## src/rtl/core/bounded_stack_with_parity_filter_defines.svh

```systemverilog
// Assertion macros shared by the stack sequencer.
// No dependencies; include by bare file name.
`ifndef BOUNDED_STACK_WITH_PARITY_FILTER_DEFINES_SVH
`define BOUNDED_STACK_WITH_PARITY_FILTER_DEFINES_SVH

// Same-cycle implication under reset.
`define BSP_ASSERT_NOW(lbl, clk, rst_n, ante, cons) \
    lbl: assert property (@(posedge clk) disable iff (!rst_n) (ante) |-> (cons)) \
        else $error("stack check failed");

// Next-cycle implication under reset.
`define BSP_ASSERT_NEXT(lbl, clk, rst_n, ante, cons) \
    lbl: assert property (@(posedge clk) disable iff (!rst_n) (ante) |=> (cons)) \
        else $error("stack check failed");

`endif

```

## src/rtl/core/bsp_pkg.sv

```systemverilog
// Shared types and constants for the bounded stack with parity filter.
// No dependencies.
`timescale 1ns / 1ps

package bsp_pkg;

    localparam int FUNC_W = 3;
    localparam int WORD_W = 32;

    typedef enum logic [FUNC_W-1:0] {
        OP_PUSH      = 3'd0,
        OP_POP       = 3'd1,
        OP_PEEK      = 3'd2,
        OP_DROP_EVEN = 3'd3,
        OP_DROP_ODD  = 3'd4
    } op_e_t;

    typedef enum logic [1:0] {
        S_IDLE,
        S_READ,
        S_SCAN,
        S_DONE
    } state_t;

    typedef struct packed {
        logic we;
        logic re;
    } mem_ctl_t;

endpackage

```

## src/rtl/core/bsp_mem.sv

```systemverilog
// Stack storage: one write port and one registered read port.
// Depends on bsp_pkg.
`timescale 1ns / 1ps

module bsp_mem
    import bsp_pkg::*;
#(
    parameter int DEPTH = 64,
    parameter int AW    = 6
)(
    input  logic              clk,
    input  mem_ctl_t          mem_ctl,
    input  logic [AW-1:0]     waddr,
    input  logic [WORD_W-1:0] wdata,
    input  logic [AW-1:0]     raddr,
    output logic [WORD_W-1:0] rdata
);

    logic [WORD_W-1:0] store_mem [DEPTH];
    logic [WORD_W-1:0] rdata_reg;

    always_ff @(posedge clk)
    begin
        if (mem_ctl.we)
        begin
            store_mem[waddr] <= wdata;
        end
        if (mem_ctl.re)
        begin
            rdata_reg <= store_mem[raddr];
        end
    end

    assign rdata = rdata_reg;

endmodule

```

## config.mk

```make
export PLATFORM = sky130hd
export DESIGN_NAME = bsp_mem
export DESIGN_NICKNAME = d
export VERILOG_FILES = /design/src/rtl/core/bounded_stack_with_parity_filter_defines.svh /design/src/rtl/core/bsp_pkg.sv /design/src/rtl/core/bsp_mem.sv
export SDC_FILE = /design/constraint.sdc
export NUM_CORES = 2
export LEC_CHECK = 0
export BUFFER_PORTS_ARGS = -buffer_cell sky130_fd_sc_hd__buf_2
export CORE_AREA = 2 2 401 403
export DETAILED_ROUTE_END_ITERATION = 10
export DIE_AREA = 0 0 403 405
export PLACE_DENSITY_LB_ADDON = 0.15
export RECOVER_POWER = 25
export SETUP_SLACK_MARGIN = 0.3
export SYNTH_ARGS = -nofsm -noshare
export SYNTH_HDL_FRONTEND = slang
export SYNTH_SLANG_ARGS = --single-unit
```

## constraint.sdc

```tcl
create_clock -name clk -period 5.4 [get_ports clk]
set_input_delay 1.62 -clock clk [delete_from_list [all_inputs] [get_ports clk]]
set_output_delay 1.62 -clock clk [all_outputs]
set_load 0.02 [all_outputs]
```

==> summary.txt <==
Routing
  • Routed len/inst: 35.3 µm
  • DRT Wirelength: around 210 mm
  • Antenna-violating nets left: 0
  • DRT iter0 DRCs: 4876
  • TritonRoute pass-1 iters: 5
  • Vias per cell: 6.36
  • Drt drc: 0
  • Vias: 37500

Place
  • DP Worst Slack: 0.246 ns
  • IO buf count: 78
  • Placed Area: 83400 µm²
  • GP Congestion: 0.837
  • Placed cell count: 5510
  • Final HPWL DP: 117 mm

Synth
  • Synthesized Nets: 3371
  • Synth cell types: 33
  • Seq cells post-synth: between 2000 and 2500
  • Top cell type's share of synthesized area: 79.2%
  • Post-Syn Instances: roughly 3300
  • Area leader, netlist: edfxtp_1
  • Post-synthesis async set-or-reset flop share: 0%
  • Mean Syn Cell Area: ~24 µm²
  • Mapped Area: 78800 µm²
  • EDFF count, synth: 2080
  • Sequential area share after synthesis: between 70% and 80%
  • Synth area leaders: edfxtp_1 79%, mux4_2 16%, mux2i_1 1.2%
  • Top_reg_cell synth: edfxtp_1
  • YS warnings: 0

Clocking
  • Clock Latency Late Sink: 0.83 ns
  • Hold bufs inserted after CTS: 0
  • CTS Buf Count: 203
  • Resize count post-CTS: 0
  • Clock sinks: 2080
  • Worst-path clk slew: about 0.06 ns
  • Root buffer cell: clkbuf_16
  • Longest Clk Path Bufs: 3
  • CTS tree: yes
  • H-tree Lvls: 4
  • Setup repair bufs after CTS: 0

Job
  • Max Cap Violations: 19

STA
  • Worst setup margin: approximately 1.1 ns
  • Final setup fails: 0
  • Sum Neg Setup Slack: 0 ns
  • Clk_skew: between 0.02 and 0.03 ns
  • F_max: 233 MHz
  • RSZ-0062 raised after global routing: no
  • Max-slew headroom: -131%
  • Tmin final: ~4.3 ns
  • Measured slew at the worst slew-check pin: 3.46 ns
  • Final worst path period share: 79.5%
  • Final Slew Violations: 1104
  • Hold Fails Final Rpt: 0

Critical path
  • Crit end category: flop
  • R2R Path Start: store_mem[31][16]
  • Worst reg-to-reg setup slack: 2.80 ns
  • Reg2reg end: rdata[16]
  • Reg2reg path depth: 4
  • Crit path required time: 5.94 ns
  • Arrival time worst endpoint: 4.83 ns
  • CP Launch Type: primary input
  • CP Class: in -> reg
  • CP max FO: 44

Floorplanning
  • Die H: 405 µm
  • Starting Density: 49.5%
  • Die width: 403 µm
  • Cell Rows: between 100 and 150
  • Die Area: 163000 µm²
  • Io pins: a little under 80
  • Core area: 159000 µm²

Cells and area
  • Commonest non-fill, non-tap cells in the layout: 2080 x edfxtp_1, 544 x mux4_2, 209 x clkbuf_16
  • Final Cell Area: 89400 µm²
  • Layout cells sized above 1: 29.8%
  • Nets: 3676
  • Largest register FFs: 2048
  • Fin util: 56.2%
  • Filler Cells Inserted: about 12000
  • P&R area growth vs syn: 13.5%
  • Final Non-Filler Cells: a little under 6000
  • Commonest non-fill, non-tap cell in the layout: edfxtp_1

Global routing
  • Gr usage total: about 26%
  • Initial antenna violation count: 21
  • Grt peak-use layer: met2
  • M3 GR Usage: 7.19%
  • Met1 GRT Util: 36.0%
  • First-pass GRT wire length: 288 mm
  • Vias in the first global route: about 38000
  • Grt met2 use: between 40% and 50%
  • Total gr overflow: 0
  • Largest net degree at the start of global routing: 70

Power
  • PwrDens: 368 nW/µm²
  • Peak supply drop: 0.334 mV
  • Leak: 27.8 nW

Hold path
  • Worst min-delay path category: reg -> reg
  • Worst hold path endpoint: rdata[20]
  • Hold depth: 4
  • Worst hold start: store_mem[28][20]

Outcome
  • Violated checks: max-capacitance violations, max-slew violations
  • Status: finished, violations left
-- cells in the mapped netlist (4+ instances only) --
cell type,n
a21oi_1,62
nand2b_1,8
o221ai_1,27
buf_2,57
a22oi_1,12
and3_1,4
o32ai_1,4
nand2_1,26
buf_1,21
mux2i_1,93
buf_4,25
nand3_1,5
nand3b_1,5
buf_6,5
nor2b_1,15
nor3_1,7
mux4_2,544
edfxtp_1,2080
nor2_1,137
a41o_1,4
o22ai_1,84
a311oi_1,8
clkbuf_1,74
-- critical path: stages --
cell     delay (ns)
buf_8          0.51
buf_12         0.32
buf_12         0.21
buf_12         0.24
mux4_2         0.53
mux4_2         0.48
o22ai_1        0.71
nor2_1         0.13
-- worst max-delay path by stage --
stage / depth (start not counted) / slack (ns) / end / startpoint
after floorplan: 4 / 0.62 / store_mem[48][0] / waddr[3]
after global placement: 8 / 0.29 / rdata[16] / raddr[0]
after detailed placement: 8 / 0.25 / rdata[16] / raddr[0]
after CTS: 8 / 1.15 / rdata[16] / raddr[0]
after global routing: 8 / 1.12 / rdata[16] / raddr[0]
final: 8 / 1.11 / rdata[16] / raddr[0]
-- area by class of cell --
cell class / instances / area (µm²) / share of cell area (%)
clock inverters: 121 / 749 / 0.838
well taps: 2086 / 2610 / 2.92
flip-flops and latches: 2080 / 62500 / 69.8
repair buffers: 282 / 2240 / 2.51
diodes: 13 / 32.5 / 0.0364
clock buffers: 250 / 5380 / 6.02
multi-input cells: 1062 / 16000 / 17.8
-- cell families after synthesis --
family | count (synthesis) | share of synthesized area, %
flops | 2080 | 79.2
mux | 637 | 16.7
buf+inv | 182 | 1.12
compound gates | 202 | 1.67
simple gates | 223 | 1.26
-- metrics by stage --
stage,power [W],hold WS (ns)
6_report,0.0329,0.849
5_1_grt,0.0338,0.908
4_1_cts,0.0331,0.855
3_5_place_dp,0.0201,0.836
3_3_place_gp,0.0200,0.838
2_1_floorplan,0.0192,0.750
-- metal layers --
layer	wire, µm	up-vias	share of wire, %
met3	20100	280	9.6
met5	103	-	0.049
li1	-	14900	-
met1	83400	20500	40
met2	100000	1691	48
met4	4730	18	2.3
-- power breakdown --
| part | leakage, nW | internal, W | switching (W) |
|---|---|---|---|
| clock | 3.01 | 0.00736 | 0.00581 |
| sequential | 18.7 | 0.0179 | 0.0000680 |
| combinational | 6.06 | 0.000630 | 0.00112 |
(Power assumes the default switching activity.)
